`config.mk`:
```
export PLATFORM = sky130hd
export DESIGN_NAME = crfab_cfg
export DESIGN_NICKNAME = d
export VERILOG_FILES = /design/src/rtl/crfab_pkg.sv /design/src/rtl/crfab_cfg.sv
export SDC_FILE = /design/constraint.sdc
export NUM_CORES = 1
export LEC_CHECK = 0
export ABC_AREA = 1
export BUFFER_PORTS_ARGS = -buffer_cell sky130_fd_sc_hd__buf_2
export CAP_MARGIN = 10
export CORE_MARGIN = 8
export CORE_UTILIZATION = 45
export CTS_CLUSTER_SIZE = 24
export DETAILED_ROUTE_END_ITERATION = 16
export HOLD_SLACK_MARGIN = 0.1
export PLACE_DENSITY = 0.72
export RECOVER_POWER = 25
export SLEW_MARGIN = 10
export SYNTH_ARGS = -nofsm -noshare
export SYNTH_HDL_FRONTEND = slang
export SYNTH_SLANG_ARGS = --single-unit
```
`constraint.sdc`:
```
create_clock -name clk -period 0.93 [get_ports clk]
set_input_delay 0.1395 -clock clk [delete_from_list [all_inputs] [get_ports clk]]
set_output_delay 0.1395 -clock clk [all_outputs]
set_load 0.05 [all_outputs]
```
`src/rtl/crfab_pkg.sv`:
```
`default_nettype none
// ----------------------------------------------------------------------------
// crfab_pkg
// Shared types and constants of the clipped rectangle fill and blend engine.
// ----------------------------------------------------------------------------
package crfab_pkg;

    localparam int PITCH_DEFAULT = 256;
    localparam int CLIP_W        = 15;
    localparam int SIZE_W        = 9;
    localparam int CFG_IDX_W     = 2;

    localparam logic [CFG_IDX_W-1:0] CFG_COLS  = 2'd0;
    localparam logic [CFG_IDX_W-1:0] CFG_ROWS  = 2'd1;
    localparam logic [CFG_IDX_W-1:0] CFG_ALPHA = 2'd2;

    localparam logic [1:0] OP_FILL = 2'd0;
    localparam logic [1:0] OP_SET  = 2'd1;
    localparam logic [1:0] OP_GET  = 2'd2;

    localparam logic [SIZE_W-1:0] COLS_RESET = 9'd256;
    localparam logic [SIZE_W-1:0] ROWS_RESET = 9'd256;

    typedef struct packed {
        logic [SIZE_W-1:0] cols;
        logic [SIZE_W-1:0] rows;
        logic              alpha;
    } cfg_t;

    typedef struct packed {
        logic clear;
        logic load;
        logic setup;
        logic walk;
        logic capture;
    } cmd_t;

    typedef struct packed {
        logic clear_last;
        logic empty;
        logic last_pixel;
    } stat_t;

    typedef enum logic [2:0] {
        ST_CLEAR,
        ST_IDLE,
        ST_SETUP,
        ST_WALK,
        ST_DRAIN,
        ST_DONE
    } ctrl_state_t;

endpackage
`default_nettype wire

```
`src/rtl/crfab_cfg.sv`:
```
`default_nettype none
// ----------------------------------------------------------------------------
// crfab_cfg
// Surface configuration registers written through the configuration channel.
// ----------------------------------------------------------------------------
module crfab_cfg (
    input  wire logic                           clk,
    input  wire logic                           rst_n,
    input  wire logic                           cfg_valid,
    output logic                                cfg_ready,
    input  wire logic [crfab_pkg::CFG_IDX_W-1:0] cfg_index,
    input  wire logic [crfab_pkg::SIZE_W-1:0]    cfg_data,
    output crfab_pkg::cfg_t                     cfg
);
    import crfab_pkg::*;

    logic [SIZE_W-1:0] cols_reg;
    logic [SIZE_W-1:0] cols_next;
    logic [SIZE_W-1:0] rows_reg;
    logic [SIZE_W-1:0] rows_next;
    logic              alpha_reg;
    logic              alpha_next;

    assign cfg_ready = 1'b1;

    always_comb
    begin
        cols_next  = cols_reg;
        rows_next  = rows_reg;
        alpha_next = alpha_reg;
        if (cfg_valid && cfg_ready)
        begin
            unique case (cfg_index)
                CFG_COLS:  cols_next  = cfg_data;
                CFG_ROWS:  rows_next  = cfg_data;
                CFG_ALPHA: alpha_next = cfg_data[0];
                default:
                begin
                end
            endcase
        end
    end

    always_ff @(posedge clk or negedge rst_n)
    begin
        if (!rst_n)
        begin
            cols_reg  <= COLS_RESET;
            rows_reg  <= ROWS_RESET;
            alpha_reg <= 1'b1;
        end
        else
        begin
            cols_reg  <= cols_next;
            rows_reg  <= rows_next;
            alpha_reg <= alpha_next;
        end
    end

    assign cfg.cols  = cols_reg;
    assign cfg.rows  = rows_reg;
    assign cfg.alpha = alpha_reg;

endmodule
`default_nettype wire

```
==> impl_metrics.py <==
metrics = {
    "floorplanning": {
        "fp-row-count": 15,
        "chipHeight_um": 58.9,
        "die-area_mm2": 0.00347,
        "coreArea_mm2": 0.00173,
        "dieWidth_um": 58.9,
        "io_pins": 34,
        "initial_utilization": 0.480,
    },
    "global_routing": {
        "met1_usage": 0.142,
        "grt_pass1_wl_mm": 3.63,
        "grt_overflow_total": 0,
        "track_usage": 0.135,
        "grt_max_degree": 20,
        "grt_util_met3": 0.0457,
        "grt_pass1_vias": 817,
        "grt-busiest-layer": "met2",
        "grt_util_met2": 0.232,
        "antenna_found_initial": 0,
    },
    "placement": {
        "gp_congestion": 0.826,
        "numPortBuffers": 32,
        "pre_cts_ws_ps": 29.3,
        "place_hpwl_mm": 1.51,
    },
    "cts": {
        "cts.path.max_buffers": 2,
        "cts_sinks": 19,
        "clkLatencyLatePin_ps": 290,
        "clk_pin_slew_ps": 100,
        "clock-root-buffer": "clkbuf_4",
        "cts_made_buffers": 3,
        "cts_tree": "built",
        "htree_levels": 1,
    },
    "worst_setup_path": {
        "worst_path_dominant_cell_family": "flip-flops",
        "critPathKind": "reg2out",
        "critPathBufInv": 1,
        "critPathMaxStageDelay_ps": 570,
        "crit-reg2reg-launch": "cols_reg[2]",
        "worstRegToRegCells": 4,
        "crit_slowest_cell": "dfstp_2",
        "timing.rr.end": "cols_reg[2]",
        "cp-start-kind": "register",
        "critPathLaunch": "cols_reg[8]",
        "cp.required_ps": 790,
        "reg2reg_slack_ps": 60,
        "arrival_ps": 1000,
        "cp-end-kind": "output port",
        "crit_fanout": 2,
        "crit_chain": "buf_8",
    },
    "sta": {
        "period_minus_slack_ps": 1140,
        "hold_violations": 0,
        "finalCritPeriodShare": 1.23,
        "hold_slack_ps": 105,
        "setup_viol": 19,
        "rsz0062_at_grt": "yes",
        "tns_ps": -1660,
        "max_freq_mhz": 876,
        "finClkSkew_ps": 0,
        "fin_ws_ps": -211,
        "slew_viol_final": 0,
    },
    "finish": {
        "area_growth_pct": 52.9,
        "finish.utilization": 0.735,
        "diodes": 0,
        "fillers": 130,
        "drive_gt1_frac": 0.397,
        "nets": 151,
    },
    "status": {
        "violations": "negative setup slack",
        "status": "finished, violations left",
    },
    "route": {
        "wl_per_cell_um": 14.2,
        "first_pass_iters": 4,
        "route.vias.total": 790,
        "drcViolationCount": 0,
        "drt_wl_total_mm": 2.28,
        "viasPerCell": 4.91,
        "first_iter_violations": 26,
        "drtAntennaViolNets": 0,
    },
    "yosys": {
        "yosys_register_bits": 19,
        "syn_nets": 102,
        "ys_warn_count": 0,
        "yosysSeqAreaShare": 0.578,
        "netlist-cell-type-count": 13,
        "synth_area_um2": 830,
        "synth.avg_cell_area_um2": 9.43,
        "syn_inst": 88,
    },
    "worst_hold_path": {
        "holdPathEnd": "cols_reg[4]",
        "hp-start": "cfg_data[4]",
        "holdCritPathClass": "in2reg",
        "hold-path-cell-count": 3,
    },
    "flow_run": {
        "cap_violations": 0,
    },
    "power": {
        "ir_drop_mv": 1.29,
        "power.density_mw_per_mm2": 2070,
        "power_mw": 2.62,
        "total_leakage_power_nw": 0.681,
    },
}
-- worst reg2reg max path: stages, from the launching register on --
cell     delay (ps)
dfrtp_1         410
buf_4           140
buf_4           130
nand2_1          50
nand2_1          50
-- logic make-up after synthesis --
kind of cell | count (synthesis) | share of synthesized area
buffers and inverters | 7 | 0.0709
flip-flops | 19 | 0.578
AND/OR/NAND/NOR | 61 | 0.347
other | 1 | 0.00452
-- stage by stage --
step	instances	cell area (um^2)
2_1_floorplan	88	830
3_3_place_gp	145	1010
3_5_place_dp	145	1010
4_1_cts	157	1240
5_1_grt	161	1270
6_report	161	1270
-- layout make-up --
class                           count  area [um^2]  area share
Sequential cell                    19          479       0.378
Timing Repair Buffer               49          433       0.341
Multi-Input combinational cell     62          292       0.230
Tap cell                           25         31.3      0.0247
Clock buffer                        4         26.3      0.0207
Inverter                            2         7.51     0.00592
-- layer usage --
metal	vias up	wire [um]
li1	384	-
met1	363	890
met2	34	1190
met3	9	164
met4	0	38
met5	-	0
-- placed cells by master (no fill, tap or decap), drive strengths merged --
| master | n |
|---|---|
| dlygate4sd3 | 6 |
| nand4 | 10 |
| nand2 | 39 |
| dfrtp | 16 |
| nand3 | 11 |
| nor2 | 1 |
| dfstp | 3 |
| clkbuf | 5 |
| inv | 2 |
| buf | 42 |
| conb | 1 |
-- power by group --
part	internal [mW]	switching, mW	total (mW)
Sequential	0.973	0.0998	1.07
Clock	0.167	0.242	0.409
Combinational	0.426	0.713	1.14
-- how the worst max path moves through the flow --
stage                  endpoint  slack, ps  depth (start not counted)
detailed placement      cfg[18]         30                          1
global placement        cfg[18]         30                          1
floorplan           cols_reg[8]         70                          2
CTS                     cfg[18]       -220                          1
global route            cfg[18]       -250                          1
finish                  cfg[18]       -210                          1
-- repair_timing --
item                                    4_1_cts  5_1_grt
resized for setup                            41        0
endpoints found under the setup margin       19       19
setup buffers                                 2        4
hold buffers                                  6        0
endpoints found under the hold margin        25        0
-- Yosys cell counts, drive strengths merged --
master | count | area (um^2)
nand4 | 10 | 62.6
nand2 | 39 | 154
conb | 1 | 3.75
nand3 | 11 | 60.1
clkbuf | 1 | 13.8
inv | 2 | 7.51
dfstp | 3 | 78.8
dfrtp | 16 | 400
nor2 | 1 | 11.3
buf | 4 | 37.5
(Power assumes the default switching activity.)
