[src/rtl/crfab_pkg.sv]
`default_nettype none
// ----------------------------------------------------------------------------
// crfab_pkg
// Shared types and constants of the clipped rectangle fill and blend engine.
// ----------------------------------------------------------------------------
package crfab_pkg;

    localparam int PITCH_DEFAULT = 256;
    localparam int CLIP_W        = 15;
    localparam int SIZE_W        = 9;
    localparam int CFG_IDX_W     = 2;

    localparam logic [CFG_IDX_W-1:0] CFG_COLS  = 2'd0;
    localparam logic [CFG_IDX_W-1:0] CFG_ROWS  = 2'd1;
    localparam logic [CFG_IDX_W-1:0] CFG_ALPHA = 2'd2;

    localparam logic [1:0] OP_FILL = 2'd0;
    localparam logic [1:0] OP_SET  = 2'd1;
    localparam logic [1:0] OP_GET  = 2'd2;

    localparam logic [SIZE_W-1:0] COLS_RESET = 9'd256;
    localparam logic [SIZE_W-1:0] ROWS_RESET = 9'd256;

    typedef struct packed {
        logic [SIZE_W-1:0] cols;
        logic [SIZE_W-1:0] rows;
        logic              alpha;
    } cfg_t;

    typedef struct packed {
        logic clear;
        logic load;
        logic setup;
        logic walk;
        logic capture;
    } cmd_t;

    typedef struct packed {
        logic clear_last;
        logic empty;
        logic last_pixel;
    } stat_t;

    typedef enum logic [2:0] {
        ST_CLEAR,
        ST_IDLE,
        ST_SETUP,
        ST_WALK,
        ST_DRAIN,
        ST_DONE
    } ctrl_state_t;

endpackage
`default_nettype wire

[src/rtl/crfab_ctrl.sv]
`default_nettype none
// ----------------------------------------------------------------------------
// crfab_ctrl
// Command sequencer: clearing pass, command load, clip setup, pixel walk,
// pipeline drain and result strobe.
// ----------------------------------------------------------------------------
module crfab_ctrl (
    input  wire logic             clk,
    input  wire logic             rst_n,
    input  wire logic             start,
    input  wire crfab_pkg::stat_t stat,
    output crfab_pkg::cmd_t       cmd,
    output logic                  busy,
    output logic                  done
);
    import crfab_pkg::*;

    ctrl_state_t state_reg;
    ctrl_state_t state_next;

    always_ff @(posedge clk or negedge rst_n)
    begin
        if (!rst_n)
        begin
            state_reg <= ST_CLEAR;
        end
        else
        begin
            state_reg <= state_next;
        end
    end

    always_comb
    begin
        state_next = state_reg;
        cmd        = '0;
        busy       = 1'b1;
        done       = 1'b0;
        unique case (state_reg)
            ST_CLEAR:
            begin
                cmd.clear = 1'b1;
                if (stat.clear_last)
                begin
                    state_next = ST_IDLE;
                end
            end
            ST_IDLE:
            begin
                busy = 1'b0;
                if (start)
                begin
                    cmd.load   = 1'b1;
                    state_next = ST_SETUP;
                end
            end
            ST_SETUP:
            begin
                cmd.setup  = 1'b1;
                state_next = stat.empty ? ST_DONE : ST_WALK;
            end
            ST_WALK:
            begin
                cmd.walk = 1'b1;
                if (stat.last_pixel)
                begin
                    state_next = ST_DRAIN;
                end
            end
            ST_DRAIN:
            begin
                cmd.capture = 1'b1;
                state_next  = ST_DONE;
            end
            ST_DONE:
            begin
                done       = 1'b1;
                state_next = ST_IDLE;
            end
        endcase
    end

endmodule
`default_nettype wire

[config.mk]
export PLATFORM = sky130hd
export DESIGN_NAME = crfab_ctrl
export DESIGN_NICKNAME = d
export VERILOG_FILES = /design/src/rtl/crfab_pkg.sv /design/src/rtl/crfab_ctrl.sv
export SDC_FILE = /design/constraint.sdc
export NUM_CORES = 1
export LEC_CHECK = 0
export BUFFER_PORTS_ARGS = -buffer_cell sky130_fd_sc_hd__buf_4
export CORE_AREA = 2 2 39 41
export CTS_CLUSTER_DIAMETER = 150
export DETAILED_ROUTE_END_ITERATION = 7
export DIE_AREA = 0 0 41 43
export PLACE_DENSITY = 0.42
export SLEW_MARGIN = 20
export SYNTH_ARGS = -nofsm -noshare
export SYNTH_HDL_FRONTEND = slang
export SYNTH_SLANG_ARGS = --single-unit
[constraint.sdc]
create_clock -name clk -period 3 [get_ports clk]
set_input_delay 0.3 -clock clk [delete_from_list [all_inputs] [get_ports clk]]
set_output_delay 0.3 -clock clk [all_outputs]
set_load 0.01 [all_outputs]
==> key figures, run 1 <==
Outcome
  – Outcome: finished clean

Critical path
  – Slowest CP cell: dfrtp_1
  – CP Data Arrival Time: 1.36 ns
  – Crit. End Element: output port
  – CP cell instances: or3b_4 > nor2_1 > buf_4
  – R2r worst-path depth: 2
  – Worst path max stage delay: 0.48 ns
  – Kind of critical path: register to output port
  – Required @ worst endpoint: 2.70 ns
  – CP max FO: 10
  – Critical Path Source Type: register

Placement
  – Gp weighted congestion: 0.607
  – I/O Buffers: 12
  – Hpwl dp: 411 µm

Global routing
  – Overflow after GRT: 0
  – Largest net degree at the start of global routing: 11
  – GR Util All Layers: 9.16%
  – First-pass GRT wire length: 986 µm
  – Vias in the first global route: 227
  – Initial antenna violation count: 0

Clock network
  – CTS tree: yes
  – Clock sink count: 3
  – Postcts setup bufs: 0
  – H-tree depth: 1
  – Skew-Pair Late Insertion Delay: 0.23 ns
  – TritonCTS buffer count: 3
  – Clock slew at reported path FFs: 0.04 ns
  – Clock Path Buffers: 2
  – Clock Tree Root: clkbuf_4

Timing
  – Setup TNS: 0 ns
  – Final setup violation count: 0
  – Max-slew violation count: 0
  – Setup Skew: 0.000223 ns
  – Maximum clock frequency: 601 MHz
  – Slew @ Worst Pin: 0.299 ns
  – Slew HR: 79.5%
  – Final min period: 1.66 ns
  – Fin crit share: 55.4%
  – Final hold vios: 0
  – Unrepaired setup endpoints after global routing: false

Layout
  – ANT cells: 0
  – Util after Layout: 25.5%
  – Final net count: 45
  – Max reg flops: 3
  – P&R area growth vs syn: 62.1%
  – Layout cells sized above 1: 50.0%

Yosys
  – Count leader, synth: dfrtp_1
  – Number of distinct library cells after synthesis: 18
  – Syn nets: 28
  – Fraction of registers with async set/reset: 100%
  – Top post-synthesis cells by count: 3 x dfrtp_1, 2 x inv_1, 2 x nor2_1
  – Yosys reg bits: 3
  – Largest cells by area after synthesis: dfrtp_1 34%, a2bb2o_4 9.2%, buf_6 5.2%
  – Post-Syn Instances: 22
  – Area leader, netlist: dfrtp_1
  – Mapped cell area: 218 µm²
  – Post-synth top area share: 34.5%
  – Post-synth top flop: dfrtp_1
  – Sequential fraction of the synthesis area: 34.5%
  – Yosys warning total: 0
  – Post-synthesis area per instance: 9.90 µm²
  – Post-synth EDFFs: 0

Die
  – Initial core utilization: 15.7%
  – Die Span Y: 43 µm
  – FP Rows: 14
  – Die width: 41 µm
  – # IOs: 13
  – Core area: 1380 µm²
  – Area of the die: 1760 µm²

Drt
  – Routed via count: 218
  – First drt pass iteration count: 2
  – DRT antenna net count: 0
  – Post-route DRC: 0
  – Routed length per placed instance: 10.3 µm
  – Drt total wl: 556 µm
  – Vias/cell: 4.04
  – 1st-iter DRT viols: 2

Power and ir drop
  – Power per cell area: 1050 nW/µm²
  – Leak pwr: 0.173 nW
  – Worst IR drop on VDD: 0.424 mV
  – Final Power: 0.000369 W

Flow run
  – Max cap viols: 0

Hold path
  – Worst Hold Class: input pin to async pin
[placed cells by master (no fill, tap or decap)]
master	synthesis	final
and3_2	1	1
a21boi_0	1	1
nor3b_1	1	1
and2_2	1	1
dlygate4sd3_1	0	1
clkbuf_1	0	1
nand2_1	1	1
mux2i_1	1	1
inv_1	2	2
clkbuf_4	0	3
or2_0	1	1
o21bai_1	1	1
nor2b_1	1	1
buf_4	0	12
a311o_1	1	1
nand2b_1	1	1
nor3_1	1	1
a2bb2o_4	1	1
dfrtp_1	3	3
or3b_4	1	1
nor2_1	2	2
[kinds of logic after synthesis]
logic type,Yosys count,share of synthesized area (%)
and+or+nand+nor,11,31.6
AOI/OAI and AO/OA,4,20.7
DFF,3,34.5
buffers and inverters,3,8.62
muxes,1,4.60
[path summary, 6_finish.rpt]
path	slack, ns	endpoint	from
setup / recovery	1.34	cmd[3]	state_reg[0]
hold / removal	0.40	state_reg[0]	rst_n
setup reg to reg	1.82	state_reg[0]	state_reg[0]
hold reg to reg	0.63	state_reg[0]	state_reg[2]
max in group asynchronous	2.51	state_reg[1]	rst_n
min in group clk	0.44	state_reg[2]	stat[1]
[final cells by class]
type                            count  area [µm²]
Clock buffer                        4        26.3
Fill cell                         160        1030
Inverter                            2        7.51
Multi-Input combinational cell     16         124
Sequential cell                     3        75.1
Tap cell                           16        20.0
Timing Repair Buffer               13         100
[power by group]
part           total (W)  leakage, nW  switching (W)  internal (W)
registers      0.0000986       0.0372      0.0000384     0.0000602
clock network  0.0000697       0.0150      0.0000199     0.0000498
logic           0.000201        0.121      0.0000777      0.000123
total           0.000369        0.173       0.000136      0.000233
[timing repair]
item / CTS / global route
hold endpoints to repair: 3 / 0
resized for setup: 0 / 0
hold buffers: 1 / 0
[critical path, delay by kind of cell (launching register included)]
kind	cells	cell delay, ns
buffers and inverters	1	0.12
AND/OR/NAND/NOR	2	0.53
flip-flops	1	0.48
[stage by stage]
| stage | hold slack (ns) | worst slack [ns] | cell area [µm²] | cells |
|---|---|---|---|---|
| after detailed placement | 0.0909 | 1.58 | 317 | 49 |
| final | 0.399 | 1.34 | 353 | 54 |
| after global routing | 0.395 | 1.24 | 353 | 54 |
| after CTS | 0.392 | 1.31 | 353 | 54 |
| after global placement | 0.0895 | 1.59 | 317 | 49 |
| after floorplan | 0.00441 | 1.68 | 218 | 22 |
[per-layer routing]
layer / track usage, % / share of wire (%) / vias up
li1: - / - / 106
met1: 10.4 / 45 / 99
met2: 10.6 / 41 / 13
met3: 6.81 / 13 / 0
met4: 8.00 / 0 / 0
met5: 0 / 0 / -
Note: power is estimated with default switching activity, not from simulation.
==> inputs of run 2 (changes only) <==
--- a/config.mk
+++ b/config.mk
@@ -10,7 +10,7 @@
 export CTS_CLUSTER_DIAMETER = 150
 export DETAILED_ROUTE_END_ITERATION = 7
 export DIE_AREA = 0 0 41 43
-export PLACE_DENSITY = 0.42
+export PLACE_DENSITY = 0.44
 export SLEW_MARGIN = 20
 export SYNTH_ARGS = -nofsm -noshare
 export SYNTH_HDL_FRONTEND = slang
==> constraint.sdc (replaced) <==
create_clock -name clk -period 1.3 [get_ports clk]
set_input_delay 0.13 -clock clk [delete_from_list [all_inputs] [get_ports clk]]
set_output_delay 0.13 -clock clk [all_outputs]
set_load 0.01 [all_outputs]
==> key figures, run 2 (synthesized netlist as in run 1, its figures left out) <==
Outcome
  – Outcome: complete, but fails checks
  – Violated checks: setup timing

Timing
  – Fin crit share: 107%
  – Maximum clock frequency: 721 MHz
  – Setup TNS: -0.188 ns
  – Fin worst setup slack: -0.0878 ns
  – Unrepaired setup endpoints after global routing: true
  – Max-slew violation count: 0
  – Slew HR: 82.4%
  – Setup Skew: 0.000836 ns
  – Final min period: 1.39 ns
  – Slew @ Worst Pin: 0.257 ns
  – Final setup violation count: 3
  – Final hold vios: 0

Clock network
  – CTS tree: yes
  – Skew-Pair Late Insertion Delay: 0.23 ns
  – H-tree depth: 1
  – Clock sink count: 3
  – TritonCTS buffer count: 3
  – Clock Path Buffers: 2
  – Clock Tree Root: clkbuf_4
  – Clock slew at reported path FFs: 0.04 ns

Drt
  – DRT antenna net count: 0
  – WL met1: 265 µm
  – Routed length per placed instance: 10.4 µm
  – Post-route DRC: 0
  – First drt pass iteration count: 2
  – Metal3 WL: 91 µm
  – 1st-iter DRT viols: 2
  – Max layer used: met3
  – Vias/cell: 4.15
  – Routed via count: 253
  – WL met2: 275 µm
  – Drt total wl: 633 µm

Power and ir drop
  – Internal power: 0.000737 W
  – Logic pwr share: 69.3%
  – Power per cell area: 2520 nW/µm²
  – Worst IR drop on VDD: 1.02 mV
  – Seq pwr share: 15.9%
  – Net Switching: 0.000400 W
  – Sw Ratio: 35.2%
  – Clock power frac: 14.7%
  – Leak pwr: 0.216 nW

Global routing
  – Largest net degree at the start of global routing: 7
  – First-pass GRT wire length: 1060 µm
  – Overflow after GRT: 0
  – Initial antenna violation count: 0
  – Vias in the first global route: 262
  – GR Util All Layers: 9.26%

Critical path
  – RR Startpoint: state_reg[0]
  – Critical Path Source Type: register
  – R2r worst-path depth: 3
  – Critical R2R Capture: state_reg[0]
  – Kind of critical path: register to output port
  – Crit. Startpoint: state_reg[1]
  – Flop2flop setup slack: 0.04 ns
  – CP Data Arrival Time: 1.26 ns
  – CP max FO: 3
  – Critical Path Sink: cmd[3]
  – Required @ worst endpoint: 1.17 ns
  – Crit. End Element: output port

Placement
  – Setup WS pre-CTS: 0.0777 ns
  – Hpwl dp: 440 µm
  – I/O Buffers: 12
  – Gp weighted congestion: 0.690

Die
  – # IOs: 13
  – Core area: 1380 µm²
  – Die width: 41 µm
  – FP Rows: 14
  – Die Span Y: 43 µm
  – Area of the die: 1760 µm²
  – Initial core utilization: 15.7%

Layout
  – Final net count: 52
  – Max reg flops: 3
  – ANT cells: 0
  – Most frequent cells in the layout: 15 x buf_4, 4 x buf_6, 3 x clkbuf_4
  – Most common cell after layout, fill and taps aside: buf_4
  – Layout cells sized above 1: 71.1%
  – P&R area growth vs syn: 107%

Hold path
  – Worst Hold Class: input pin to async pin

Flow run
  – Max cap viols: 0
==> run 2: cell types whose count changed in the layout (fill, tap and decap cells not counted), moves of 2 or more <==
| cell | previous run | this run |
|---|---|---|
| buf_4 | 12 | 15 |
| buf_6 | 0 | 4 |
| dfrtp_1 | 3 | 1 |
| dfrtp_2 | 0 | 2 |
| nor2_1 | 2 | 0 |
==> run 2: worst min path at each step <==
stage | from | end | slack (ns) | cells past startpoint
detailed placement | rst_n | state_reg[2] | -0.08 | 1
global route | rst_n | state_reg[2] | 0.23 | 2
finish | rst_n | state_reg[2] | 0.22 | 2
global placement | rst_n | state_reg[2] | -0.08 | 1
CTS | rst_n | state_reg[2] | 0.21 | 2
floorplan | rst_n | state_reg[0] | -0.17 | 0
==> run 2: per-stage QoR <==
step	std cells	hold WS (ns)	total power [W]	utilization (%)	cell area [µm²]
2_1_floorplan	22	-0.166	0.000526	-	218
3_5_place_dp	51	-0.0783	0.000739	24.0	332
3_3_place_gp	51	-0.0791	0.000731	24.0	332
4_1_cts	60	0.211	0.00103	29.3	405
6_report	61	0.222	0.00114	32.6	452
5_1_grt	61	0.227	0.00123	32.6	452
==> run 2: repair_timing <==
| action | 4_1_cts | 5_1_grt |
|---|---|---|
| buffers inserted | 4 | 1 |
| hold buffers | 1 | 0 |
| endpoints found under the hold margin | 3 | 0 |
| resized for setup | 3 | 9 |
| endpoints found under the setup margin | 5 | 5 |
| pin swaps | 2 | 4 |
==> run 2: layer usage <==
metal | GRT usage, % | vias up
li1 | - | 122
met1 | 10.1 | 116
met2 | 13.8 | 15
met3 | 7.33 | 0
met4 | 2.00 | 0
met5 | 0 | -
==> run 2: critical path: stages, from the launching register on <==
cell and delay [ns]:
dfrtp_2 0.40, or3b_4 0.41, nor2_2 0.09, buf_4 0.12
==> run 2: cell type report <==
class	instances	area, µm²
fillers	149	932
flip-flops and latches	3	77.6
well taps	16	20.0
repair buffers	20	168
inverters	2	7.51
multi-input cells	16	153
clock buffers	4	26.3
==> run 2: power by group through the flow <==
stage                     Clock, W  Combinational [W]  Sequential (W)
after global routing      0.000187           0.000856        0.000187
after floorplan                  0           0.000346        0.000180
after detailed placement         0           0.000537        0.000202
after CTS                 0.000178           0.000677        0.000174
after global placement           0           0.000531        0.000200
final                     0.000167           0.000788        0.000181
